$ cat config.mk
export PLATFORM = sky130hd
export DESIGN_NAME = frame_rate_meter_flat
export DESIGN_NICKNAME = d
export VERILOG_FILES = /design/src/design/frm_pkg.sv /design/src/design/frm_if.sv /design/src/design/frm_divider.sv /design/src/design/frame_rate_meter.sv /design/src/flat_wrapper.sv
export SDC_FILE = /design/constraint.sdc
export NUM_CORES = 2
export LEC_CHECK = 0
export ABC_CLOCK_PERIOD_IN_PS = 6900
export BUFFER_PORTS_ARGS = -buffer_cell sky130_fd_sc_hd__buf_2
export CAP_MARGIN = 20
export CORE_MARGIN = 4
export CORE_UTILIZATION = 45
export CTS_BUF_LIST = sky130_fd_sc_hd__clkbuf_16
export DETAILED_ROUTE_END_ITERATION = 7
export GPL_TIMING_DRIVEN = 0
export PLACE_DENSITY_LB_ADDON = 0.05
export RECOVER_POWER = 25
export SLEW_MARGIN = 20
export SYNTH_ARGS = -nofsm -noshare
export SYNTH_HDL_FRONTEND = slang
export SYNTH_SLANG_ARGS = --single-unit
$ cat constraint.sdc
create_clock -name clock -period 6.9 [get_ports clock]
set_clock_uncertainty 0.2 [all_clocks]
set_input_delay 0.345 -clock clock [delete_from_list [all_inputs] [get_ports clock]]
set_output_delay 0.345 -clock clock [all_outputs]
set_load 0.01 [all_outputs]
$ cat src/design/frm_pkg.sv
package frm_pkg;

   localparam int DATA_WIDTH  = 64;
   localparam int ID_WIDTH    = 32;
   localparam int RATE_WIDTH  = 16;
   localparam int WL_WIDTH    = 32;
   localparam int COUNT_WIDTH = 6;
   localparam int SCALE_WIDTH = 24;

   localparam logic [SCALE_WIDTH-1:0] TENTHS_SCALE  = 24'd10000000;
   localparam logic [WL_WIDTH-1:0]    WINDOW_RESET  = 32'd500000;
   localparam logic [ID_WIDTH-1:0]    COUNTER_RESET = 32'd4;

   localparam logic CSR_ACTIVE        = 1'b0;
   localparam logic CSR_WINDOW_LENGTH = 1'b1;

   localparam logic REQ_TICK  = 1'b0;
   localparam logic REQ_REPLY = 1'b1;

   typedef enum logic [2:0] {
      OUTCOME_IGNORED = 3'd0,
      OUTCOME_HANDLED = 3'd1,
      OUTCOME_QUERY   = 3'd2,
      OUTCOME_METRICS = 3'd3,
      OUTCOME_ERROR   = 3'd4
   } outcome_type;

   typedef enum logic [2:0] {
      ST_IDLE,
      ST_SCAN,
      ST_EVAL,
      ST_DIVIDE,
      ST_FINISH
   } fsm_state_type;

   typedef struct packed {
      logic done;
      logic saturated;
   } div_status_type;

endpackage

$ cat src/design/frm_if.sv
interface frm_req_if import frm_pkg::*; ();
   logic                  valid;
   logic                  ready;
   logic                  req_type;
   logic [DATA_WIDTH-1:0] timestamp;
   logic [ID_WIDTH-1:0]   reply_id;
   logic                  reply_ok;
   logic [DATA_WIDTH-1:0] frame_count;

   modport source (output valid, req_type, timestamp, reply_id, reply_ok, frame_count,
                   input ready);
   modport sink (input valid, req_type, timestamp, reply_id, reply_ok, frame_count,
                 output ready);
endinterface

interface frm_rsp_if import frm_pkg::*; ();
   logic                  valid;
   logic                  ready;
   logic [2:0]            outcome;
   logic [ID_WIDTH-1:0]   query_id;
   logic [RATE_WIDTH-1:0] rate_tenths;
   logic [DATA_WIDTH-1:0] frames_shown;

   modport source (output valid, outcome, query_id, rate_tenths, frames_shown,
                   input ready);
   modport sink (input valid, outcome, query_id, rate_tenths, frames_shown,
                 output ready);
endinterface

$ cat src/design/frm_divider.sv
module frm_divider import frm_pkg::*; (
   input  logic                   clock,
   input  logic                   reset,
   input  logic                   start,
   input  logic [DATA_WIDTH-1:0]  dividend,
   input  logic [DATA_WIDTH-1:0]  divisor,
   output div_status_type         status,
   output logic [RATE_WIDTH-1:0]  quotient
);

   localparam logic [COUNT_WIDTH-1:0] SAT_STEPS = COUNT_WIDTH'(DATA_WIDTH - RATE_WIDTH);

   logic [DATA_WIDTH-1:0]  rem_ff, rem_in;
   logic [DATA_WIDTH-1:0]  dvd_ff, dvd_in;
   logic [DATA_WIDTH-1:0]  dsr_ff, dsr_in;
   logic [RATE_WIDTH-1:0]  quo_ff, quo_in;
   logic                   sat_ff, sat_in;
   logic [COUNT_WIDTH-1:0] count_ff, count_in;
   logic                   busy_ff, busy_in;
   logic                   done_ff, done_in;

   logic [DATA_WIDTH:0]    trial;
   logic [DATA_WIDTH:0]    trial_diff;
   logic                   q_bit;

   // restoring step: bring down the next dividend bit, subtract if it fits
   assign trial      = {rem_ff, dvd_ff[DATA_WIDTH-1]};
   assign q_bit      = (trial >= {1'b0, dsr_ff});
   assign trial_diff = trial - {1'b0, dsr_ff};

   always_comb begin
      rem_in   = rem_ff;
      dvd_in   = dvd_ff;
      dsr_in   = dsr_ff;
      quo_in   = quo_ff;
      sat_in   = sat_ff;
      count_in = count_ff;
      busy_in  = busy_ff;
      done_in  = 1'b0;
      if (start) begin
         rem_in   = '0;
         dvd_in   = dividend;
         dsr_in   = divisor;
         quo_in   = '0;
         sat_in   = 1'b0;
         count_in = '0;
         busy_in  = 1'b1;
      end else if (busy_ff) begin
         rem_in   = q_bit ? trial_diff[DATA_WIDTH-1:0] : trial[DATA_WIDTH-1:0];
         dvd_in   = {dvd_ff[DATA_WIDTH-2:0], 1'b0};
         quo_in   = {quo_ff[RATE_WIDTH-2:0], q_bit};
         // a one above the low quotient bits means the rate overflows
         sat_in   = sat_ff | (q_bit & (count_ff < SAT_STEPS));
         count_in = count_ff + 1'b1;
         if (&count_ff) begin
            busy_in = 1'b0;
            done_in = 1'b1;
         end
      end
   end

   always_ff @(posedge clock) begin
      rem_ff   <= rem_in;
      dvd_ff   <= dvd_in;
      dsr_ff   <= dsr_in;
      quo_ff   <= quo_in;
      sat_ff   <= sat_in;
      count_ff <= count_in;
      if (reset) begin
         busy_ff <= 1'b0;
         done_ff <= 1'b0;
      end else begin
         busy_ff <= busy_in;
         done_ff <= done_in;
      end
   end

   assign status.done      = done_ff;
   assign status.saturated = sat_ff;
   assign quotient         = quo_ff;

endmodule

$ cat src/design/frame_rate_meter.sv
// Frame rate meter. Each word on req_ch is a timer tick or a reply to a frame count
// query and gives exactly one word on rsp_ch. Operands pass LSB first through a
// bit-serial scan (subtractors, comparators and a serial-parallel multiply by 10^7);
// a reply that yields a new rate then also runs the 64-step restoring divider. The
// word's result register loads in the finish state, which waits while rsp_ch still
// holds the previous result; req_ch is ready again after that. req_ch is ready
// whenever the block is between words, even while the previous result still waits
// on rsp_ch. Configuration is written through csr_write_en, csr_index and
// csr_write_data; the user must write it only while idle, as the block does not
// enforce this.
module frame_rate_meter import frm_pkg::*; (
   input  logic                clock,
   input  logic                reset,
   frm_req_if.sink             req_ch,
   frm_rsp_if.source           rsp_ch,
   input  logic                csr_write_en,
   input  logic                csr_index,
   input  logic [WL_WIDTH-1:0] csr_write_data
);

   fsm_state_type state_ff, state_in;

   logic                   active_ff, active_in;
   logic [WL_WIDTH-1:0]    window_length_ff, window_length_in;

   logic [DATA_WIDTH-1:0]  window_start_ff, window_start_in;
   logic [DATA_WIDTH-1:0]  query_time_ff, query_time_in;
   logic [DATA_WIDTH-1:0]  sample_time_ff, sample_time_in;
   logic [DATA_WIDTH-1:0]  sample_frames_ff, sample_frames_in;
   logic [DATA_WIDTH-1:0]  frames_total_ff, frames_total_in;
   logic [RATE_WIDTH-1:0]  rate_value_ff, rate_value_in;
   logic [ID_WIDTH-1:0]    request_counter_ff, request_counter_in;
   logic                   query_open_ff, query_open_in;

   logic                   type_ff, type_in;
   logic [ID_WIDTH-1:0]    reply_id_ff, reply_id_in;
   logic                   reply_ok_ff, reply_ok_in;
   logic [DATA_WIDTH-1:0]  op_ff, op_in;
   logic [COUNT_WIDTH-1:0] count_ff, count_in;
   logic                   borrow_a_ff, borrow_a_in;
   logic                   nz_a_ff, nz_a_in;
   logic                   ge_ff, ge_in;
   logic                   borrow_b_ff, borrow_b_in;
   logic                   nz_b_ff, nz_b_in;
   logic [SCALE_WIDTH-1:0] acc_ff, acc_in;
   logic [DATA_WIDTH-1:0]  prod_ff, prod_in;
   logic [DATA_WIDTH-1:0]  delta_ff, delta_in;
   logic [RATE_WIDTH-1:0]  rate_calc_ff, rate_calc_in;

   logic                   rsp_valid_ff, rsp_valid_in;
   outcome_type            rsp_outcome_ff, rsp_outcome_in;
   logic [ID_WIDTH-1:0]    rsp_query_id_ff, rsp_query_id_in;
   logic [RATE_WIDTH-1:0]  rsp_rate_ff, rsp_rate_in;
   logic [DATA_WIDTH-1:0]  rsp_frames_ff, rsp_frames_in;

   // serial datapath
   logic                   sub_b_bit;
   logic                   diff_a;
   logic                   diff_b;
   logic                   wl_bit;
   logic [SCALE_WIDTH:0]   mul_sum;
   logic [ID_WIDTH-1:0]    counter_next;
   logic                   matched;
   logic                   tick_go;
   logic                   rate_ok;
   logic                   want_rate;
   logic                   out_free;
   logic                   div_start;
   div_status_type         div_status;
   logic [RATE_WIDTH-1:0]  div_quotient;

   assign sub_b_bit = (type_ff == REQ_REPLY) ? sample_frames_ff[0] : window_start_ff[0];
   assign diff_a    = op_ff[0] ^ sub_b_bit ^ borrow_a_ff;
   assign diff_b    = query_time_ff[0] ^ sample_time_ff[0] ^ borrow_b_ff;
   assign wl_bit    = ~count_ff[COUNT_WIDTH-1] & window_length_ff[count_ff[COUNT_WIDTH-2:0]];
   assign mul_sum   = {1'b0, acc_ff} + (diff_a ? {1'b0, TENTHS_SCALE} : '0);

   assign counter_next = ((request_counter_ff + 1'b1) == '0) ? ID_WIDTH'(1)
                                                             : request_counter_ff + 1'b1;
   assign matched   = query_open_ff && (reply_id_ff == request_counter_ff);
   assign tick_go   = nz_a_ff && !borrow_a_ff && ge_ff;
   assign rate_ok   = (sample_time_ff != '0) && !borrow_b_ff && nz_b_ff && !borrow_a_ff;
   assign want_rate = (type_ff == REQ_REPLY) && matched && reply_ok_ff && rate_ok;
   assign out_free  = !rsp_valid_ff || rsp_ch.ready;

   frm_divider u_divider (
      .clock    (clock),
      .reset    (reset),
      .start    (div_start),
      .dividend (prod_ff),
      .divisor  (delta_ff),
      .status   (div_status),
      .quotient (div_quotient)
   );

   always_comb begin
      state_in           = state_ff;
      active_in          = active_ff;
      window_length_in   = window_length_ff;
      window_start_in    = window_start_ff;
      query_time_in      = query_time_ff;
      sample_time_in     = sample_time_ff;
      sample_frames_in   = sample_frames_ff;
      frames_total_in    = frames_total_ff;
      rate_value_in      = rate_value_ff;
      request_counter_in = request_counter_ff;
      query_open_in      = query_open_ff;
      type_in            = type_ff;
      reply_id_in        = reply_id_ff;
      reply_ok_in        = reply_ok_ff;
      op_in              = op_ff;
      count_in           = count_ff;
      borrow_a_in        = borrow_a_ff;
      nz_a_in            = nz_a_ff;
      ge_in              = ge_ff;
      borrow_b_in        = borrow_b_ff;
      nz_b_in            = nz_b_ff;
      acc_in             = acc_ff;
      prod_in            = prod_ff;
      delta_in           = delta_ff;
      rate_calc_in       = rate_calc_ff;
      rsp_valid_in       = rsp_valid_ff && !rsp_ch.ready;
      rsp_outcome_in     = rsp_outcome_ff;
      rsp_query_id_in    = rsp_query_id_ff;
      rsp_rate_in        = rsp_rate_ff;
      rsp_frames_in      = rsp_frames_ff;
      div_start          = 1'b0;

      if (csr_write_en) begin
         if (csr_index == CSR_ACTIVE) begin
            active_in = csr_write_data[0];
         end else begin
            window_length_in = csr_write_data;
         end
      end

      case (state_ff)
         ST_IDLE: begin
            if (req_ch.valid) begin
               type_in     = req_ch.req_type;
               reply_id_in = req_ch.reply_id;
               reply_ok_in = req_ch.reply_ok;
               op_in       = (req_ch.req_type == REQ_REPLY) ? req_ch.frame_count
                                                            : req_ch.timestamp;
               count_in    = '0;
               borrow_a_in = 1'b0;
               nz_a_in     = 1'b0;
               ge_in       = 1'b1;
               borrow_b_in = 1'b0;
               nz_b_in     = 1'b0;
               acc_in      = '0;
               state_in    = ST_SCAN;
            end
         end
         ST_SCAN: begin
            borrow_a_in = (~op_ff[0] & sub_b_bit) | (~op_ff[0] & borrow_a_ff)
                        | (sub_b_bit & borrow_a_ff);
            nz_a_in     = nz_a_ff | diff_a;
            if (diff_a != wl_bit) begin
               ge_in = diff_a;
            end
            borrow_b_in = (~query_time_ff[0] & sample_time_ff[0])
                        | (~query_time_ff[0] & borrow_b_ff)
                        | (sample_time_ff[0] & borrow_b_ff);
            nz_b_in     = nz_b_ff | diff_b;
            acc_in      = mul_sum[SCALE_WIDTH:1];
            prod_in     = {mul_sum[0], prod_ff[DATA_WIDTH-1:1]};
            delta_in    = {diff_b, delta_ff[DATA_WIDTH-1:1]};
            // rotate so every operand is back in place after a full pass
            op_in            = {op_ff[0], op_ff[DATA_WIDTH-1:1]};
            window_start_in  = {window_start_ff[0], window_start_ff[DATA_WIDTH-1:1]};
            sample_frames_in = {sample_frames_ff[0], sample_frames_ff[DATA_WIDTH-1:1]};
            query_time_in    = {query_time_ff[0], query_time_ff[DATA_WIDTH-1:1]};
            sample_time_in   = {sample_time_ff[0], sample_time_ff[DATA_WIDTH-1:1]};
            count_in         = count_ff + 1'b1;
            if (&count_ff) begin
               state_in = ST_EVAL;
            end
         end
         ST_EVAL: begin
            if (want_rate) begin
               div_start = 1'b1;
               state_in  = ST_DIVIDE;
            end else begin
               state_in = ST_FINISH;
            end
         end
         ST_DIVIDE: begin
            if (div_status.done) begin
               rate_calc_in = div_status.saturated ? '1 : div_quotient;
               state_in     = ST_FINISH;
            end
         end
         ST_FINISH: begin
            if (out_free) begin
               rsp_outcome_in  = OUTCOME_IGNORED;
               rsp_query_id_in = '0;
               if (type_ff == REQ_TICK) begin
                  if (active_ff) begin
                     rsp_outcome_in = OUTCOME_HANDLED;
                     if (window_start_ff == '0) begin
                        window_start_in = op_ff;
                     end else if (tick_go) begin
                        window_start_in = op_ff;
                        if (!query_open_ff) begin
                           request_counter_in = counter_next;
                           query_time_in      = op_ff;
                           query_open_in      = 1'b1;
                           rsp_outcome_in     = OUTCOME_QUERY;
                           rsp_query_id_in    = counter_next;
                        end
                     end
                  end
               end else if (matched) begin
                  query_open_in = 1'b0;
                  if (!reply_ok_ff) begin
                     rsp_outcome_in = OUTCOME_ERROR;
                  end else begin
                     if (rate_ok) begin
                        rate_value_in = rate_calc_ff;
                     end
                     sample_time_in   = query_time_ff;
                     sample_frames_in = op_ff;
                     frames_total_in  = op_ff;
                     rsp_outcome_in   = OUTCOME_METRICS;
                  end
               end
               rsp_rate_in   = rate_value_in;
               rsp_frames_in = frames_total_in;
               rsp_valid_in  = 1'b1;
               state_in      = ST_IDLE;
            end
         end
         default: begin
            state_in = ST_IDLE;
         end
      endcase
   end

   always_ff @(posedge clock) begin
      type_ff         <= type_in;
      reply_id_ff     <= reply_id_in;
      reply_ok_ff     <= reply_ok_in;
      op_ff           <= op_in;
      count_ff        <= count_in;
      borrow_a_ff     <= borrow_a_in;
      nz_a_ff         <= nz_a_in;
      ge_ff           <= ge_in;
      borrow_b_ff     <= borrow_b_in;
      nz_b_ff         <= nz_b_in;
      acc_ff          <= acc_in;
      prod_ff         <= prod_in;
      delta_ff        <= delta_in;
      rate_calc_ff    <= rate_calc_in;
      rsp_outcome_ff  <= rsp_outcome_in;
      rsp_query_id_ff <= rsp_query_id_in;
      rsp_rate_ff     <= rsp_rate_in;
      rsp_frames_ff   <= rsp_frames_in;
      if (reset) begin
         state_ff           <= ST_IDLE;
         active_ff          <= 1'b0;
         window_length_ff   <= WINDOW_RESET;
         window_start_ff    <= '0;
         query_time_ff      <= '0;
         sample_time_ff     <= '0;
         sample_frames_ff   <= '0;
         frames_total_ff    <= '0;
         rate_value_ff      <= '0;
         request_counter_ff <= COUNTER_RESET;
         query_open_ff      <= 1'b0;
         rsp_valid_ff       <= 1'b0;
      end else begin
         state_ff           <= state_in;
         active_ff          <= active_in;
         window_length_ff   <= window_length_in;
         window_start_ff    <= window_start_in;
         query_time_ff      <= query_time_in;
         sample_time_ff     <= sample_time_in;
         sample_frames_ff   <= sample_frames_in;
         frames_total_ff    <= frames_total_in;
         rate_value_ff      <= rate_value_in;
         request_counter_ff <= request_counter_in;
         query_open_ff      <= query_open_in;
         rsp_valid_ff       <= rsp_valid_in;
      end
   end

   assign req_ch.ready       = (state_ff == ST_IDLE);
   assign rsp_ch.valid       = rsp_valid_ff;
   assign rsp_ch.outcome     = rsp_outcome_ff;
   assign rsp_ch.query_id    = rsp_query_id_ff;
   assign rsp_ch.rate_tenths = rsp_rate_ff;
   assign rsp_ch.frames_shown = rsp_frames_ff;

   a_id_nonzero: assert property (@(posedge clock) disable iff (reset)
      request_counter_ff != '0)
      else $error("request counter reached zero");

   a_query_has_id: assert property (@(posedge clock) disable iff (reset)
      (rsp_valid_ff && rsp_outcome_ff == OUTCOME_QUERY) |-> rsp_query_id_ff != '0)
      else $error("query issued with a zero id");

   a_div_done_state: assert property (@(posedge clock) disable iff (reset)
      div_status.done |-> state_ff == ST_DIVIDE)
      else $error("divider finished outside the divide phase");

   a_open_with_query: assert property (@(posedge clock) disable iff (reset)
      $rose(query_open_ff) |-> (rsp_valid_ff && rsp_outcome_ff == OUTCOME_QUERY))
      else $error("query opened without a query word");

endmodule

$ cat src/flat_wrapper.sv
// flat-port wrapper written by rule: the top's interface ports become plain ports
module frame_rate_meter_flat import frm_pkg::*;
  (clock, reset, csr_write_en, csr_index, csr_write_data, req_ch_valid, req_ch_req_type, req_ch_timestamp, req_ch_reply_id, req_ch_reply_ok, req_ch_frame_count, req_ch_ready, rsp_ch_valid, rsp_ch_outcome, rsp_ch_query_id, rsp_ch_rate_tenths, rsp_ch_frames_shown, rsp_ch_ready);
  frm_req_if req_ch_i ();
  frm_rsp_if rsp_ch_i ();
  input  logic clock;
  input  logic reset;
  input  logic csr_write_en;
  input  logic csr_index;
  input  logic [WL_WIDTH-1:0] csr_write_data;
  input wire logic [$bits(req_ch_i.valid)-1:0] req_ch_valid;
  input wire logic [$bits(req_ch_i.req_type)-1:0] req_ch_req_type;
  input wire logic [$bits(req_ch_i.timestamp)-1:0] req_ch_timestamp;
  input wire logic [$bits(req_ch_i.reply_id)-1:0] req_ch_reply_id;
  input wire logic [$bits(req_ch_i.reply_ok)-1:0] req_ch_reply_ok;
  input wire logic [$bits(req_ch_i.frame_count)-1:0] req_ch_frame_count;
  output wire logic [$bits(req_ch_i.ready)-1:0] req_ch_ready;
  output wire logic [$bits(rsp_ch_i.valid)-1:0] rsp_ch_valid;
  output wire logic [$bits(rsp_ch_i.outcome)-1:0] rsp_ch_outcome;
  output wire logic [$bits(rsp_ch_i.query_id)-1:0] rsp_ch_query_id;
  output wire logic [$bits(rsp_ch_i.rate_tenths)-1:0] rsp_ch_rate_tenths;
  output wire logic [$bits(rsp_ch_i.frames_shown)-1:0] rsp_ch_frames_shown;
  input wire logic [$bits(rsp_ch_i.ready)-1:0] rsp_ch_ready;
  assign req_ch_i.valid = req_ch_valid;
  assign req_ch_i.req_type = req_ch_req_type;
  assign req_ch_i.timestamp = req_ch_timestamp;
  assign req_ch_i.reply_id = req_ch_reply_id;
  assign req_ch_i.reply_ok = req_ch_reply_ok;
  assign req_ch_i.frame_count = req_ch_frame_count;
  assign req_ch_ready = req_ch_i.ready;
  assign rsp_ch_valid = rsp_ch_i.valid;
  assign rsp_ch_outcome = rsp_ch_i.outcome;
  assign rsp_ch_query_id = rsp_ch_i.query_id;
  assign rsp_ch_rate_tenths = rsp_ch_i.rate_tenths;
  assign rsp_ch_frames_shown = rsp_ch_i.frames_shown;
  assign rsp_ch_i.ready = rsp_ch_ready;
  frame_rate_meter u_core (.clock(clock), .reset(reset), .req_ch(req_ch_i), .rsp_ch(rsp_ch_i), .csr_write_en(csr_write_en), .csr_index(csr_index), .csr_write_data(csr_write_data));
endmodule
==> impl_metrics.csv <==
group,metric,value,unit
run_status,outcome,"complete, but fails checks",
run_status,violations,"max-capacitance violations, max-slew violations",
pwr,p_clk_frac,0.398,
sta,fin_tns_setup,0,ns
drt,drt_iter0_markers,2746,
place,dpl.hpwl,94000,um
worst_setup_path,path_class,"reg -> reg",
synthesis,syn_nets,4920,
worst_setup_path,arrival,4.97,ns
worst_setup_path,slowest_delay,0.47,ns
drt,drc_errors,0,
place,place_ws,2.03,ns
sta,min_period_over_period,0.692,
grt,grt_max_degree,53,
place,place.gp.congestion,0.894,
pwr,power_density,253,nW/um2
floorplan,die_y,326,um
grt,grt_pass1_wl,206000,um
worst_setup_path,crit_buf_inv,4,
pwr,leakage,20.9,nW
worst_setup_path,start_kind,"flop",
clock_network,cts_made_buffers,109,
place,placed_cell_area,49000,um2
clock_network,insertion_delay,0.71,ns
worst_setup_path,end_kind,"flop",
drt,wire_per_inst,19.8,um
worst_setup_path,cp.required,7.09,ns
pwr,pwr-share-comb,0.095,
drt,drt_pass1_iterations,6,
grt,grt_pass1_vias,35100,
final_layout,syn_to_final_growth,18.9,%
sta,tightest_slew,2.33,ns
synthesis,yosysWarningCount,0,
final_layout,fill_cells,9263,
clock_network,cts_root_buf,"clkbuf_16",
grt,grt_use_met3,0.0283,
synthesis,ys_seq_area_frac,0.561,
sta,finalSetupViolCount,0,
synthesis,syn_avg_cell_area,9.80,um2
sta,final.min_clock_period,4.78,ns
place,port-buffer-count,315,
flow_run,maxCapViolations,1,
synthesis,synth_seq_cells,1015,
synthesis,synthArstFlopShare,0,
synthesis,yosys.area.top_type,"edfxtp_1",
sta,fin_ws,2.12,ns
grt,use_met1,0.345,
synthesis,yosysTopAreaCellShare,0.343,
grt,busiest_layer,"met2",
synthesis,synth_edf_count,520,
sta,whs,0.0620,ns
clock_network,post_cts_resized,0,
synthesis,ys.flop_type,"edfxtp_1",
grt,met2_usage,0.398,
synthesis,postSynthCellCount,4641,
sta,fmax,0.209,GHz
worst_setup_path,worstPathCellList,"clkbuf_1 -> xor2_1 -> nor4_1 -> nand4b_1 -> nor4_1 -> and2_1 -> nand2_1 -> or3_1 -> clkbuf_1 -> clkbuf_1 -> nand2_4 -> buf_12",
synthesis,synth_cell_type_count,81,
floorplan,initial_utilization,0.454,
clock_network,clockBufferDepth,3,
sta,hold_viol,0,
floorplan,rows,116,
clock_network,clock-sinks,1015,
sta,rsz0062_at_grt,"no",
pwr,switchingPower,3.49,mW
floorplan,core,100000,um2
floorplan,io_pins,317,
clock_network,cts.reportedPaths.clkPinSlew,0.06,ns
clock_network,h-tree-depth,3,
worst_setup_path,cp_top_family,"simple AND/OR/NAND/NOR gates",
worst_hold_path,hp-class,"in -> reg",
drt,avgViaCountPerCell,5.45,
grt,track_usage,0.243,
final_layout,final_common_cell,"nand2_1",
pwr,seq_power_share,0.507,
drt,routed-via-count,36400,
worst_setup_path,crit_fanout,37,
floorplan,dieArea,106000,um2
pwr,p_sw_frac,0.255,
grt,grt_overflow,0,
final_layout,nets,5551,
pwr,internal_power,10.2,mW
final_layout,layout_common_cells,"919 x nand2_1, 520 x edfxtp_1, 495 x dfxtp_1",
synthesis,synthTopCellsByArea,"edfxtp_1 34%, dfxtp_1 22%, nand2_1 7.6%",
sta,final_max_slew_viol_count,40,
worst_setup_path,critPathMostFrequentCell,"clkbuf_1",
sta,slew_headroom,-0.551,
clock_network,cts_tree,"yes",
drt,wl,132000,um
pwr,peakVddDrop,0.194,mV
drt,drtAntennaViolNets,0,
final_layout,final_area,54100,um2
floorplan,die_x,326,um
synthesis,synth_area,45500,um2
final_layout,layout-drive-gt1-share,0.0924,
worst_setup_path,critical_path.slowest_cell,"nand2_4",
grt,antenna_found_initial,4,
-- logic make-up after synthesis --
group,Yosys count,share of synthesized area
DFF,1015,0.561
adders and majority gates,79,0.0222
AOI/OAI and AO/OA,1053,0.147
xor gates and xnor gates,161,0.0310
buffers and inverters,430,0.0375
and+or+nand+nor,1774,0.169
muxes,129,0.0317
-- worst paths after layout --
kind,startpoint,endpoint,slack (ns),depth (start not counted)
setup reg to reg,u_core.request_counter_ff[16]$_SDFFE_PP0P_,u_core.u_divider.dvd_ff[19]$_DFFE_PP_,2.12,12
hold / removal,req_ch_timestamp[60],u_core.op_ff[60]$_DFFE_PP_,0.06,3
setup / recovery,u_core.request_counter_ff[16]$_SDFFE_PP0P_,u_core.u_divider.dvd_ff[19]$_DFFE_PP_,2.12,12
hold reg to reg,u_core.delta_ff[48]$_DFFE_PP_,u_core.delta_ff[47]$_DFFE_PP_,0.23,0
-- cell usage after synthesis, drive strengths merged, types with 15 or more instances --
master and number:
nand2 922, edfxtp 520, dfxtp 495, nor2 433, a21oi 429, clkbuf 264
a211oi 206, o21ai 153, and3 103, mux2i 101, inv 93, xor2 91
ha 76, buf 73, xnor2 70, a311oi 68, nor4 61, nand3 46
a21o 43, nor3 41, nand4 40, o211a 31, nand2b 30, o211ai 28
or2 21, or3 21, a31oi 19, mux2 18, and2 15
-- power by group through the flow --
stage	clock [mW]	sequential (mW)	combinational, mW
global route	5.84	6.96	1.45
finish	5.44	6.93	1.30
floorplan	0	6.97	0.828
CTS	5.57	6.93	1.30
global placement	0	7.08	1.16
detailed placement	0	7.05	1.20
-- worst reg2reg max path: stages, from the launching register on --
cell      delay [ns]
dfxtp_1         0.31
clkbuf_1        0.44
xor2_1          0.18
nor4_1          0.20
nand4b_1        0.15
nor4_1          0.43
and2_1          0.31
nand2_1         0.12
or3_1           0.46
clkbuf_1        0.43
clkbuf_1        0.44
nand2_4         0.47
buf_12          0.29
-- through the flow --
stage | utilization | total power [mW] | std cells
2_1_floorplan | - | 7.80 | 4641
3_3_place_gp | 0.486 | 8.23 | 6254
3_5_place_dp | 0.489 | 8.25 | 6266
4_1_cts | 0.541 | 13.8 | 6667
5_1_grt | 0.540 | 14.3 | 6668
6_report | 0.540 | 13.7 | 6668
-- cell type report --
| class | instances | area [um2] | share of cell area |
|---|---|---|---|
| sequential | 1015 | 25500 | 0.472 |
| multi-input combinational | 3196 | 18300 | 0.338 |
| timing repair buffer | 520 | 3630 | 0.0671 |
| clock buffer | 109 | 2730 | 0.0504 |
| tap | 1298 | 1620 | 0.0300 |
| buffer | 337 | 1370 | 0.0253 |
| clock inverter | 99 | 588 | 0.0109 |
| inverter | 93 | 349 | 0.00646 |
| antenna | 1 | 2.50 | 0.0000463 |
-- routing by layer --
metal / wire [um] / share of wire
met1: 61800 / 0.47
met2: 61600 / 0.47
met3: 5390 / 0.041
met4: 3560 / 0.027
met5: 0 / 0
-- what timing repair did --
| action | in CTS | in global routing |
|---|---|---|
| hold buffers | 193 | 0 |
| endpoints found under the setup margin | 0 | 0 |
| buffers inserted | 0 | 0 |
| endpoints found under the hold margin | 130 | 0 |
(Power assumes the default switching activity.)
